File: config.mk
export PLATFORM = sky130hd
export DESIGN_NAME = bm25_ctrl
export DESIGN_NICKNAME = d
export VERILOG_FILES = /design/src/rtl/bm25_pkg.sv /design/src/rtl/bm25_ctrl.sv
export SDC_FILE = /design/constraint.sdc
export NUM_CORES = 1
export LEC_CHECK = 0
export BUFFER_PORTS_ARGS = -buffer_cell sky130_fd_sc_hd__buf_4
export CAP_MARGIN = 20
export CORE_UTILIZATION = 54
export DETAILED_ROUTE_END_ITERATION = 12
export PLACE_DENSITY = 0.89
export SKIP_LAST_GASP = 1
export SLEW_MARGIN = 40
export SYNTH_ARGS = -nofsm -noshare
export SYNTH_HDL_FRONTEND = slang
export SYNTH_SLANG_ARGS = --single-unit
File: constraint.sdc
create_clock -name clock -period 3.3 [get_ports clock]
set_clock_uncertainty 0.1 [all_clocks]
set_input_delay 0.165 -clock clock [delete_from_list [all_inputs] [get_ports clock]]
set_output_delay 0.165 -clock clock [all_outputs]
set_load 0.01 [all_outputs]
File: src/rtl/bm25_pkg.sv
// ----------------------------------------------------------------------------
// bm25 package
// shared constants, types and command/status structs for the bm25 scorer
// ----------------------------------------------------------------------------
package bm25_pkg;

   localparam int TopK     = 16;
   localparam int TopBits  = $clog2(TopK);
   localparam int CntBits  = $clog2(TopK + 1);
   localparam logic [31:0] Ln2Q32 = 32'd2977044472;

   localparam logic [1:0] CSR_K1  = 2'd0;
   localparam logic [1:0] CSR_B   = 2'd1;
   localparam logic [1:0] CSR_N   = 2'd2;
   localparam logic [1:0] CSR_AVG = 2'd3;

   // one-hot controller states
   typedef enum logic [12:0] {
      ST_IDLE   = 13'b0000000000001,
      ST_LOGN   = 13'b0000000000010,
      ST_LOGD   = 13'b0000000000100,
      ST_IDF    = 13'b0000000001000,
      ST_QDIV   = 13'b0000000010000,
      ST_LEN    = 13'b0000000100000,
      ST_KL     = 13'b0000001000000,
      ST_TDIV   = 13'b0000010000000,
      ST_SCORE  = 13'b0000100000000,
      ST_ACC    = 13'b0001000000000,
      ST_SEARCH = 13'b0010000000000,
      ST_SHIFT  = 13'b0100000000000,
      ST_EMIT   = 13'b1000000000000
   } state_type;

   typedef struct packed {
      logic load;      // capture input word
      logic log_start; // start log unit
      logic log_sel;   // 0: 2N+2, 1: 2df+1
      logic log_save;  // store log result
      logic idf_mul;
      logic div_start;
      logic div_sel;   // 0: q division, 1: T division
      logic div_save;
      logic len_mul;
      logic kl_mul;
      logic score_mul;
      logic acc;
      logic search_clr;
      logic search_step;
      logic shift_step;
      logic place;
      logic emit_clr;
      logic emit_step;
      logic clear_tbl;
   } cmd_type;

   typedef struct packed {
      logic zero_term;  // tf/df zero or df > N
      logic log_done;
      logic div_done;
      logic close_doc;  // end of doc or query
      logic end_query;
      logic insert_ok;  // sum positive
      logic search_end; // position found
      logic pos_valid;  // position below TopK
      logic shift_end;
      logic tbl_empty;
      logic emit_last;
   } sts_type;

endpackage

File: src/rtl/bm25_ctrl.sv
// ----------------------------------------------------------------------------
// bm25 controller
// sequences the log, divide and multiply steps, the top-k table update and the result emit
// ----------------------------------------------------------------------------
module bm25_ctrl (
   input  logic               clock,
   input  logic               reset,
   input  logic               req_valid,
   output logic               req_stall,
   input  logic               rsp_busy,
   output logic               rsp_go,
   input  bm25_pkg::sts_type  sts,
   output bm25_pkg::cmd_type  cmd
);
   bm25_pkg::state_type state_ff, state_in;

   always_ff @(posedge clock) begin
      if (reset) state_ff <= bm25_pkg::ST_IDLE;
      else state_ff <= state_in;
   end

   assign req_stall = (state_ff != bm25_pkg::ST_IDLE);

   always_comb begin
      state_in = state_ff;
      cmd = '0;
      rsp_go = 1'b0;
      case (state_ff)
         bm25_pkg::ST_IDLE: begin
            if (req_valid) begin
               cmd.load = 1'b1;
               state_in = bm25_pkg::ST_LOGN;
            end
         end
         bm25_pkg::ST_LOGN: begin
            // the cycle after load: check zero term
            if (sts.zero_term) state_in = bm25_pkg::ST_ACC;
            else begin
               cmd.log_start = 1'b1;
               state_in = bm25_pkg::ST_LOGD;
            end
         end
         bm25_pkg::ST_LOGD: begin
            cmd.log_sel = 1'b0;
            if (sts.log_done) begin
               cmd.log_save = 1'b1;
               cmd.log_start = 1'b1;
               cmd.log_sel = 1'b1;
               cmd.div_start = 1'b1;
               state_in = bm25_pkg::ST_IDF;
            end
         end
         bm25_pkg::ST_IDF: begin
            cmd.log_sel = 1'b1;
            if (sts.log_done) begin
               cmd.log_save = 1'b1;
               state_in = bm25_pkg::ST_QDIV;
            end
         end
         bm25_pkg::ST_QDIV: begin
            cmd.idf_mul = 1'b1;
            if (sts.div_done) begin
               cmd.div_save = 1'b1;
               state_in = bm25_pkg::ST_LEN;
            end
         end
         bm25_pkg::ST_LEN: begin
            cmd.len_mul = 1'b1;
            state_in = bm25_pkg::ST_KL;
         end
         bm25_pkg::ST_KL: begin
            cmd.kl_mul = 1'b1;
            state_in = bm25_pkg::ST_TDIV;
         end
         bm25_pkg::ST_TDIV: begin
            cmd.div_sel = 1'b1;
            cmd.div_start = 1'b1;
            state_in = bm25_pkg::ST_SCORE;
         end
         bm25_pkg::ST_SCORE: begin
            cmd.div_sel = 1'b1;
            if (sts.div_done) begin
               cmd.div_save = 1'b1;
               cmd.score_mul = 1'b1;
               state_in = bm25_pkg::ST_ACC;
            end
         end
         bm25_pkg::ST_ACC: begin
            cmd.acc = 1'b1;
            cmd.search_clr = 1'b1;
            if (sts.close_doc) state_in = bm25_pkg::ST_SEARCH;
            else state_in = bm25_pkg::ST_IDLE;
         end
         bm25_pkg::ST_SEARCH: begin
            if (!sts.insert_ok) begin
               cmd.emit_clr = 1'b1;
               state_in = sts.end_query ? bm25_pkg::ST_EMIT : bm25_pkg::ST_IDLE;
            end else if (sts.search_end) begin
               if (sts.pos_valid) state_in = bm25_pkg::ST_SHIFT;
               else begin
                  cmd.emit_clr = 1'b1;
                  state_in = sts.end_query ? bm25_pkg::ST_EMIT : bm25_pkg::ST_IDLE;
               end
            end else cmd.search_step = 1'b1;
         end
         bm25_pkg::ST_SHIFT: begin
            if (sts.shift_end) begin
               cmd.place = 1'b1;
               cmd.emit_clr = 1'b1;
               state_in = sts.end_query ? bm25_pkg::ST_EMIT : bm25_pkg::ST_IDLE;
            end else cmd.shift_step = 1'b1;
         end
         bm25_pkg::ST_EMIT: begin
            if (sts.tbl_empty) state_in = bm25_pkg::ST_IDLE;
            else if (!rsp_busy) begin
               rsp_go = 1'b1;
               cmd.emit_step = 1'b1;
               if (sts.emit_last) begin
                  cmd.clear_tbl = 1'b1;
                  state_in = bm25_pkg::ST_IDLE;
               end
            end
         end
         default: state_in = bm25_pkg::ST_IDLE;
      endcase
   end
endmodule

## Yosys cells after proc, flatten, opt, wreduce, memory -nomap -nowiden

Index checks and enable logic that the tools add are counted.

- Input bits: 15
- Logic and storage cells: 76
- Flip-flop bits (word level): 13

- Reductions and logical operators: 3
- Mux-type cells: 49
- Equal/unequal tests: 23

Operators with widths:

| kind | number |
|---|---|
| $mux W13 | 13 |
| $pmux W13 S13 | 1 |
| $mux W1 | 22 |
| $eq A13 B1 Y1 const B | 1 |
| $eq A13 B10 Y1 const B | 1 |
| $eq A13 B11 Y1 const B | 1 |
| $eq A13 B12 Y1 const B | 1 |
| $eq A13 B13 Y1 const B | 1 |
| $eq A13 B2 Y1 const B | 1 |
| $eq A13 B3 Y1 const B | 1 |
| $eq A13 B4 Y1 const B | 1 |
| $eq A13 B5 Y1 const B | 1 |
| $eq A13 B6 Y1 const B | 1 |
| $eq A13 B7 Y1 const B | 1 |
| $eq A13 B8 Y1 const B | 1 |
| $eq A13 B9 Y1 const B | 1 |
| $ne A13 B1 Y1 const B | 1 |
| $mux W2 | 6 |
| $ne A2 B2 Y1 const B | 6 |
| $mux W11 | 1 |
| $mux W10 | 1 |
| $ne A3 B3 Y1 const B | 3 |
| $reduce_and A9 Y1 | 1 |
| $pmux W1 S2 | 3 |
| other kinds (3) | 4 |

## Depth between registers and ports, before layout

Gate-level depths: netlist of run 1.

- Depth after elaboration: 5
- Gate-level depth with buffers: 8
- Gate-level depth less buffers: 6

## Worst setup path before layout of run 1

No wires, ideal clock.

- Path type: register to register
- Start point: reg state_ff[2]
- End point: reg state_ff[12]
- Clock period less this slack: 2.100 ns
- Stages on the path, launching flop included: 9
- Setup time: 0.127 ns
- Buffers on the path: 2
- Data required time: 3.073 ns
- Arrival time: 1.873 ns
- Setup slack: 1.200 ns
- Cell sequence: dfxtp_1 > buf_6 > or4_4 > buf_6 > nor3_2 > a21oi_1 > o311ai_4 > o32a_1 > nor2_1

- Cells in the longest elaborated chain, start to end: 3

Ends and longest elaborated chain:

| element | line | source |
|---|---|---|
| start: declaration | bm25_ctrl.sv:15 | `bm25_pkg::state_type state_ff, state_in;` |
| start signal: assignment | bm25_ctrl.sv:18 | `if (reset) state_ff <= bm25_pkg::ST_IDLE;` |
| start signal: assignment | bm25_ctrl.sv:19 | `else state_ff <= state_in;` |
| $eq A13 B11 Y1 (tied with other cells) | bm25_ctrl.sv:28 | `case (state_ff)` |
| $ne A3 B3 Y1 (no line) or $ne A2 B2 Y1 (tied branches) | - |  |
| $reduce_and A9 Y1 (no line) | - |  |

Parallel ways exist; a longest one is shown, timed or not.
A chain may end at the register's enable or synchronous reset.

==> results of run 1 <==
logic make-up after synthesis:
| kind of cell | share of synthesized area |
|---|---|
| flops | 0.234 |
| simple gates | 0.464 |
| compound gates | 0.155 |
| buf+inv | 0.108 |
| xor+xnor | 0.0393 |
cells in the final DEF, fill, tap and decap left out, drive strengths merged, types with 2 or more instances in the layout:
cell type  instances
or2                4
dfxtp             13
or4                3
nand2b             6
buf               35
a31oi              2
nor3               8
xor2               3
and3               4
a21oi             10
clkbuf             3
and4               2
o21ai              7
xnor2              2
nor2              22
inv                9
nor4              10
nand2             14
nand4              3
nor2b              3
nand3              2
or3                4
per-stage QoR:
step            util  setup slack (ps)  cells  power, mW  area [um2]
6_report       0.696               699    208      0.422        1350
5_1_grt        0.696               569    208      0.444        1350
4_1_cts        0.696               700    208      0.421        1350
3_5_place_dp   0.682               890    204      0.317        1320
3_3_place_gp   0.682               942    204      0.312        1320
2_1_floorplan      -              1200    153      0.271        1110
per-layer routing:
metal	GRT usage	share of wire	vias to the layer above
met3	0.0302	0.083	12
met5	0	0	-
met4	0.143	0.029	0
met2	0.468	0.48	70
met1	0.369	0.41	567
li1	-	-	600
worst paths after layout:
check | from | endpoint | slack, ps
min | reset | state_ff[4]$_SDFFE_PP0P_ | 20
max reg2reg | state_ff[8]$_SDFFE_PP0P_ | state_ff[11]$_SDFFE_PP0P_ | 820
min reg2reg | state_ff[4]$_SDFFE_PP0P_ | state_ff[4]$_SDFFE_PP0P_ | 510
max | state_ff[4]$_SDFFE_PP0P_ | cmd[2] | 700
Yosys cell counts (2+ instances only):
| master | count |
|---|---|
| and3_1 | 4 |
| dfxtp_1 | 13 |
| nor4_1 | 9 |
| buf_2 | 3 |
| buf_4 | 3 |
| nor2_1 | 21 |
| nor2b_1 | 3 |
| buf_6 | 4 |
| or2_2 | 3 |
| or4_1 | 2 |
| nand2_1 | 14 |
| and4_1 | 2 |
| nor3_1 | 6 |
| a21oi_1 | 10 |
| o21ai_0 | 4 |
| nand3_1 | 2 |
| nand4_1 | 3 |
| inv_1 | 9 |
| or3_1 | 4 |
| xnor2_1 | 2 |
| xor2_1 | 3 |
| o21ai_1 | 3 |
| nand2b_1 | 6 |
| a31oi_1 | 2 |
power breakdown:
| group | leakage [nW] | internal, mW | switching, mW |
|---|---|---|---|
| Combinational | 0.498 | 0.0587 | 0.0825 |
| Sequential | 0.105 | 0.164 | 0.0119 |
| Clock | 0.0177 | 0.0451 | 0.0605 |
critical path, delay by kind of cell (launching register included):
family | cells | cell delay [ps]
and+or+nand+nor | 3 | 1420
DFF | 1 | 420
buffers and inverters | 1 | 110
AOI/OAI and AO/OA | 1 | 90
cell type report:
cell class / count / area, um2
multi-input cells: 120 / 733
well taps: 27 / 33.8
clock inverters: 1 / 5.00
flip-flops and latches: 13 / 260
repair buffers: 35 / 263
inverters: 9 / 33.8
clock buffers: 3 / 22.5
fillers: 162 / 591
==> run_results.csv, run 1 <==
group,metric,value,unit
status,status,"finished clean",
synthesis,synth_edf_count,0,
finish,nets,197,
finish,area_growth_syn_to_layout,21.3,%
finish,drive_above_1_share,0.265,
sta,rsz0062_at_grt,"false",
floorplanning,pin_count,36,
cts,cts.sink_count,13,
cts,htreeDepth,1,
grt,grt_max_degree,13,
cts,root_buffer,"clkbuf_4",
critical_path,end_kind,"output port",
sta,maxSlewViolCount,0,
floorplanning,die_h,47.4,um
sta,worst_pin_slew,708,ps
detailed_routing,dr.pass1.iters,4,
critical_path,start_kind,"register",
detailed_routing,routed_wl,2970,um
finish,top_register,"state_ff",
sta,period_minus_slack,2600,ps
cts,hold_buffers,0,
grt,grt_pass1_wl,4460,um
synthesis,syn_inst,153,
critical_path,reg2reg_depth,6,
power,peakVddDrop,0.000202,V
synthesis,syn_avg_cell_area,7.28,um2
grt,antenna_found_initial,0,
critical_path,slowest_stage,"or4_1",
flow_run,maxCapViolations,0,
floorplanning,die_width,47.4,um
hold_path,hold_class,"input pin to register",
cts,cts_buffer_depth,2,
synthesis,ys_seq_area_frac,0.234,
floorplanning,rows,16,
hold_path,hold_depth,2,
cts,numCtsBuffers,3,
cts,cts_tree,"done",
synthesis,async_reset_ff_frac,0,
critical_path,required,3030,ps
synthesis,ys_top_cells_by_area,"dfxtp_1 23%, nor2_1 7.1%, nor4_1 5.1%",
sta,period_share,0.788,
sta,final_hold_viol_count,0,
critical_path,crit_path_max_fanout,10,
grt,track_usage,0.284,
synthesis,synthDistinctLibCells,42,
detailed_routing,drt_iter0_markers,69,
detailed_routing,vias_per_cell,6.00,
detailed_routing,vias,1249,
grt,grt_pass1_vias,966,
finish,largest_reg_flops,13,
critical_path,path_cells,"or4_1 -> nor4_1 -> and3_1 -> a21o_1 -> buf_4",
critical_path,critical_path_class,"register to output port",
finish,reg_top3,"state_ff x13",
cts,clkLatencyLatePin,290,ps
detailed_routing,wire_per_inst,14.3,um
sta,setup_violations,0,
synthesis,syn_area,0.00111,mm2
placement,gp_congestion,0.989,
floorplanning,fp.coreArea,0.00194,mm2
sta,whs,23.9,ps
synthesis,synth_top_area_share,0.234,
critical_path,slowest_delay,760,ps
floorplanning,dieArea,0.00225,mm2
grt,gr-total-overflow,0,
detailed_routing,drc,0,
cts,cts_setup_buffers,0,
synthesis,synth_fp_nets,168,
power,pwr_density_cell,312,mW/mm2
synthesis,ys.flop_type,"dfxtp_1",
synthesis,yosysWarningCount,0,
synthesis,synth_area_leader_cell,"dfxtp_1",
cts,path_clk_slew,90,ps
sta,final.setup.tns,0,ps
sta,fmax,384,MHz
detailed_routing,antenna_left,0,
finish,antennaDiodeCount,0,
power,power.leakage,0.621,nW
synthesis,ys_ff_latch,13,
placement,port_buffers,35,
sta,max-slew-margin-rel,0.527,
cts,postCtsResizedCells,0,
floorplanning,start_util,0.573,
critical_path,worstPathArrival,2340,ps
placement,dpl.hpwl,2210,um
No activity file was read; power rests on OpenSTA's default activity.
==> run 2, diff against run 1 <==
--- a/config.mk
+++ b/config.mk
@@ -7,9 +7,9 @@
 export LEC_CHECK = 0
 export BUFFER_PORTS_ARGS = -buffer_cell sky130_fd_sc_hd__buf_4
 export CAP_MARGIN = 20
-export CORE_UTILIZATION = 54
+export CORE_UTILIZATION = 45
 export DETAILED_ROUTE_END_ITERATION = 12
-export PLACE_DENSITY = 0.89
+export PLACE_DENSITY = 0.8
 export SKIP_LAST_GASP = 1
 export SLEW_MARGIN = 40
 export SYNTH_ARGS = -nofsm -noshare
==> constraint.sdc (replaced) <==
create_clock -name clock -period 2.2 [get_ports clock]
set_clock_uncertainty 0.1 [all_clocks]
set_input_delay 0.11 -clock clock [delete_from_list [all_inputs] [get_ports clock]]
set_output_delay 0.11 -clock clock [all_outputs]
set_load 0.01 [all_outputs]
==> run 2 against run 1 <==
Compared with the run above: the run now ends with negative setup slack left; core utilization rose by 4.1 points; global-route usage fell by 1.3 points; cell count rose by 13%; non-clock buffer count rose by 27; wire length rose by 23%; first-iteration DRC count fell by 58%; sequential share of layout area fell by 3.4 points; critical path type unchanged; largest cell class unchanged.
==> run_results.csv, run 2 (synthesis results as in run 1) <==
group,metric,value,unit
finish,largest_reg_flops,13,
grt,grt_pass1_wl,5430,um
floorplanning,die_width,51.7,um
finish,reg_top3,"state_ff x13",
placement,gp_congestion,0.889,
grt,antenna_found_initial,0,
critical_path,crit_path_max_fanout,3,
power,pwr_density_cell,446,mW/mm2
detailed_routing,antenna_left,0,
sta,worst_pin_slew,402,ps
critical_path,crit_buf_inv,1,
sta,maxSlewViolCount,0,
floorplanning,pin_count,36,
grt,grt_pass1_vias,1247,
sta,max-slew-margin-rel,0.731,
cts,numCtsBuffers,3,
placement,port_buffers,35,
detailed_routing,dr.pass1.iters,4,
grt,track_usage,0.271,
critical_path,slowest_delay,580,ps
power,power.leakage,0.765,nW
cts,path_clk_slew,90,ps
finish,fin_util,0.737,
power,peakVddDrop,0.000485,V
sta,period_share,1.03,
floorplanning,dieArea,0.00268,mm2
sta,whs,80.6,ps
status,status,"finished with violations",
floorplanning,rows,17,
detailed_routing,drc,0,
placement,dpl.hpwl,2570,um
sta,period_minus_slack,2260,ps
critical_path,cp_top_family,"simple AND/OR/NAND/NOR gates",
finish,drive_above_1_share,0.447,
sta,fmax,442,MHz
detailed_routing,vias,1376,
finish,nets,224,
critical_path,worstPathArrival,2050,ps
critical_path,required,1990,ps
sta,setup_violations,4,
placement,post-place-ws,67.3,ps
critical_path,end_kind,"output port",
detailed_routing,wire_per_inst,15.4,um
critical_path,critical_path_class,"register to output port",
cts,cts.sink_count,13,
cts,root_buffer,"clkbuf_4",
floorplanning,fp.coreArea,0.00228,mm2
hold_path,hold_class,"input pin to register",
grt,grt_max_degree,11,
critical_path,path_cells,"or4_4 -> nor3_4 -> nand2_1 -> or3_4 -> nand2_2 -> buf_6",
status,violations,"negative setup slack",
cts,htreeDepth,1,
flow_run,maxCapViolations,0,
detailed_routing,routed_wl,3650,um
critical_path,ff2ff_setup_slack,-10,ps
grt,gr-total-overflow,0,
finish,final_cell_mix,"56 x buf_4, 20 x nor2_1, 11 x nand2_1",
detailed_routing,vias_per_cell,5.83,
finish,layout_commonest_cell,"buf_4",
finish,area_growth_syn_to_layout,50.6,%
detailed_routing,drt_iter0_markers,29,
sta,finalWorstSetupSlack,-64.3,ps
floorplanning,start_util,0.489,
critical_path,start_kind,"register",
sta,rsz0062_at_grt,"true",
cts,cts_tree,"done",
placement,dp.cells,222,
floorplanning,die_h,51.7,um
cts,cts_buffer_depth,2,
cts,clkLatencyLatePin,280,ps
finish,instances_no_fill,236,
power,total_power,0.748,mW
finish,top_register,"state_ff",
critical_path,slowest_stage,"or4_4",
finish,antennaDiodeCount,0,
sta,final_hold_viol_count,0,
[run 2: cell types whose count changed in the layout (fill, tap and decap cells not counted), moves of 4 or more]
cell,before,now
a21oi_2,0,4
buf_4,35,56
dfxtp_1,13,8
dfxtp_2,0,5
a21oi_1,10,6
[run 2: report_power, final]
part	total [mW]	leakage, nW	internal [mW]	switching, mW
Clock	0.153	0.0150	0.0703	0.0829
Combinational	0.343	0.642	0.168	0.175
Sequential	0.252	0.108	0.245	0.00691
[run 2: repair_timing]
item | in CTS | in global routing
hold endpoints to repair | 9 | 0
endpoints found under the setup margin | 9 | 23
buffers inserted | 3 | 4
resized for setup | 6 | 25
pin swaps | 1 | 13
hold buffers | 3 | 0
[run 2: per-stage QoR]
stage,setup TNS [ps],area (um2)
global route,-764,1680
detailed placement,0,1450
CTS,-103,1550
finish,-165,1680
floorplan,0,1110
global placement,0,1450
[run 2: cell type report]
class                      count  area, um2
multi-input combinational    120        831
fill                         162        599
timing repair buffer          62        484
sequential                    13        267
tap                           28       35.0
inverter                       9       33.8
clock buffer                   4       26.3
[run 2: routing by layer]
metal | up-vias | share of wire | GRT usage
li1 | 653 | - | -
met1 | 644 | 0.41 | 0.321
met2 | 68 | 0.50 | 0.474
met3 | 11 | 0.061 | 0.0409
met4 | 0 | 0.024 | 0.131
met5 | - | 0 | 0
[run 2: path summary, 6_finish.rpt]
kind / start / endpoint / cells past startpoint
setup reg to reg: state_ff[9]$_SDFFE_PP0P_ / state_ff[6]$_SDFFE_PP0P_ / 8
setup / recovery: state_ff[9]$_SDFFE_PP0P_ / cmd[13] / 6
hold / removal: sts[3] / state_ff[11]$_SDFFE_PP0P_ / 4
hold reg to reg: state_ff[4]$_SDFFE_PP0P_ / state_ff[4]$_SDFFE_PP0P_ / 2
[run 2: worst register-to-register path, stage by stage, from the launching register on]
cell	delay [ps]
dfxtp_2	340
or4_4	580
buf_6	160
nor3_4	110
a21oi_2	60
o311ai_4	420
buf_4	200
buf_4	100
nor3b_1	40
==> run 3, diff against run 2 <==
--- a/config.mk
+++ b/config.mk
@@ -7,9 +7,10 @@
 export LEC_CHECK = 0
 export BUFFER_PORTS_ARGS = -buffer_cell sky130_fd_sc_hd__buf_4
 export CAP_MARGIN = 20
-export CORE_UTILIZATION = 45
+export CORE_UTILIZATION = 54
 export DETAILED_ROUTE_END_ITERATION = 12
-export PLACE_DENSITY = 0.8
+export PLACE_DENSITY = 0.89
+export SKIP_CTS_REPAIR_TIMING = 1
 export SKIP_LAST_GASP = 1
 export SLEW_MARGIN = 40
 export SYNTH_ARGS = -nofsm -noshare
==> constraint.sdc (replaced) <==
create_clock -name clock -period 2.8 [get_ports clock]
set_clock_uncertainty 0.1 [all_clocks]
set_input_delay 0.14 -clock clock [delete_from_list [all_inputs] [get_ports clock]]
set_output_delay 0.14 -clock clock [all_outputs]
set_load 0.01 [all_outputs]
==> run 3 against run 2 <==
Compared with the run above: the flow now finishes without violations; core utilization fell by 3.6 points; combinational power fell by 52%; worst hold slack got worse by 56 ps; flip-flop and latch count did not move; power fell by 34%; sequential power fell by 18%; die area fell by 16%; global-route usage rose by 1.9 points; clock-buffer cell count fell by 1; cell count fell by 11%; clock power fell by 19%; setup slack improved by 310 ps; critical path type unchanged; largest power group is now sequential cells.
==> run_results.csv, run 3 (synthesis results as in run 1) <==
group,metric,value,unit
grt,grt_max_degree,13,
critical_path,worstSetupEndpoint,"cmd[12]",
power,p_int,0.316,mW
power,p_switching,0.179,mW
power,pwr_density_cell,364,mW/mm2
cts,clkLatencyLatePin,290,ps
floorplanning,pin_count,36,
critical_path,ff2ff_setup_slack,350,ps
grt,grt_pass1_wl,4470,um
finish,n_fill_cell,163,
detailed_routing,drt_iter0_markers,48,
cts,numCtsBuffers,3,
finish,layout_commonest_cell,"buf_4",
placement,port_buffers,35,
placement,dpl.hpwl,2210,um
detailed_routing,vias_per_cell,5.85,
critical_path,worstPathArrival,2320,ps
grt,gr-total-overflow,0,
critical_path,reg2reg_depth,6,
cts,htreeDepth,1,
power,p_seq_frac,0.417,
power,power_frac_comb,0.333,
detailed_routing,vias,1223,
sta,maxSlewViolCount,0,
critical_path,critical_path_class,"register to output port",
sta,fmax,391,MHz
finish,reg_top3,"state_ff x13",
sta,finalWorstSetupSlack,242,ps
detailed_routing,routed_wl,2870,um
detailed_routing,dr.pass1.iters,5,
finish,area_growth_syn_to_layout,22.2,%
sta,final_hold_viol_count,0,
cts,cts_buffer_depth,2,
critical_path,cp-startpoint,"state_ff[2]$_SDFFE_PP0P_",
detailed_routing,antenna_left,0,
sta,rsz0062_at_grt,"false",
floorplanning,dieArea,0.00225,mm2
sta,worst_pin_slew,734,ps
critical_path,end_kind,"output port",
cts,root_buffer,"clkbuf_4",
floorplanning,start_util,0.573,
finish,drive_above_1_share,0.264,
grt,track_usage,0.291,
status,status,"finished clean",
cts,path_clk_slew,90,ps
sta,setup_violations,0,
critical_path,start_kind,"register",
sta,period_share,0.914,
finish,largest_reg_flops,13,
critical_path,required,2560,ps
power,peakVddDrop,0.000294,V
floorplanning,die_h,47.4,um
finish,nets,198,
critical_path,r2r-start,"state_ff[8]$_SDFFE_PP0P_",
power,p_clk_frac,0.250,
floorplanning,fp.coreArea,0.00194,mm2
detailed_routing,drc,0,
grt,grt_pass1_vias,1030,
placement,post-place-ws,393,ps
sta,final.setup.tns,0,ps
grt,antenna_found_initial,0,
critical_path,crit_path_max_fanout,8,
hold_path,hold_class,"input pin to register",
finish,final_cell_mix,"35 x buf_4, 21 x nor2_1, 14 x nand2_1",
sta,period_minus_slack,2560,ps
critical_path,r2r_end,"state_ff[11]$_SDFFE_PP0P_",
flow_run,maxCapViolations,0,
finish,top_register,"state_ff",
cts,cts_tree,"done",
sta,max-slew-margin-rel,0.510,
detailed_routing,wire_per_inst,13.7,um
cts,cts.sink_count,13,
power,switching_share,0.362,
placement,gp_congestion,0.947,
floorplanning,rows,16,
floorplanning,die_width,47.4,um
finish,antennaDiodeCount,0,
power,power.leakage,0.626,nW
-- run 3: changes by cell type in the layout (fill, tap and decap cells not counted), moves of 3 or more --
cell / delta
dfxtp_2: -5
a21oi_1: +4
a21oi_2: -4
buf_6: -3
buf_4: -21
dfxtp_1: +5
or2_4: -3
nand2_1: +3
nor4_1: +3
nand2_2: -3
-- run 3: stage by stage --
stage	power [mW]	hold WS (ps)	cells	util	area (um2)
final	0.495	24.9	209	0.701	1360
after global routing	0.532	17.9	209	0.701	1360
after CTS	0.497	-11.7	208	0.696	1350
after detailed placement	0.372	301	204	0.682	1320
after global placement	0.367	300	204	0.682	1320
after floorplan	0.319	178	153	-	1110
-- run 3: critical path, stage by stage (launching register included) --
cell     delay, ps
dfxtp_1        420
or4_4          640
nor3_4         190
nand2_1        140
or3_1          430
nand2_1         80
buf_4          130
-- run 3: layout make-up --
cell class,instances,area (um2),area share
multi-input combinational,120,733,0.539
timing repair buffer,36,273,0.200
sequential,13,260,0.191
inverter,9,33.8,0.0248
tap,27,33.8,0.0248
clock buffer,3,22.5,0.0165
clock inverter,1,5.00,0.00368
-- run 3: per-layer routing --
metal / track usage / share of wire / vias to the layer above
met5: 0 / 0 / -
met4: 0.154 / 0.028 / 0
met3: 0.0340 / 0.052 / 10
met2: 0.501 / 0.49 / 61
met1: 0.353 / 0.43 / 550
li1: - / - / 602
-- run 3: worst min path at each step --
stage | slack [ps] | end | cells after the start | start
2_1_floorplan | 180 | state_ff[9]$_SDFFE_PP0P_ | 2 | sts[10]
3_5_place_dp | 300 | state_ff[2]$_SDFFE_PP0P_ | 2 | reset
3_3_place_gp | 300 | state_ff[10]$_SDFFE_PP0P_ | 3 | sts[7]
5_1_grt | 20 | state_ff[10]$_SDFFE_PP0P_ | 3 | sts[7]
6_report | 20 | state_ff[10]$_SDFFE_PP0P_ | 3 | sts[7]
4_1_cts | -10 | state_ff[8]$_SDFFE_PP0P_ | 2 | reset
-- run 3: power groups by stage --
stage / clock network [mW] / registers (mW) / logic, mW
after global routing: 0.140 / 0.209 / 0.183
after CTS: 0.128 / 0.206 / 0.163
after global placement: 0 / 0.210 / 0.158
after detailed placement: 0 / 0.211 / 0.161
after floorplan: 0 / 0.206 / 0.113
final: 0.124 / 0.207 / 0.165
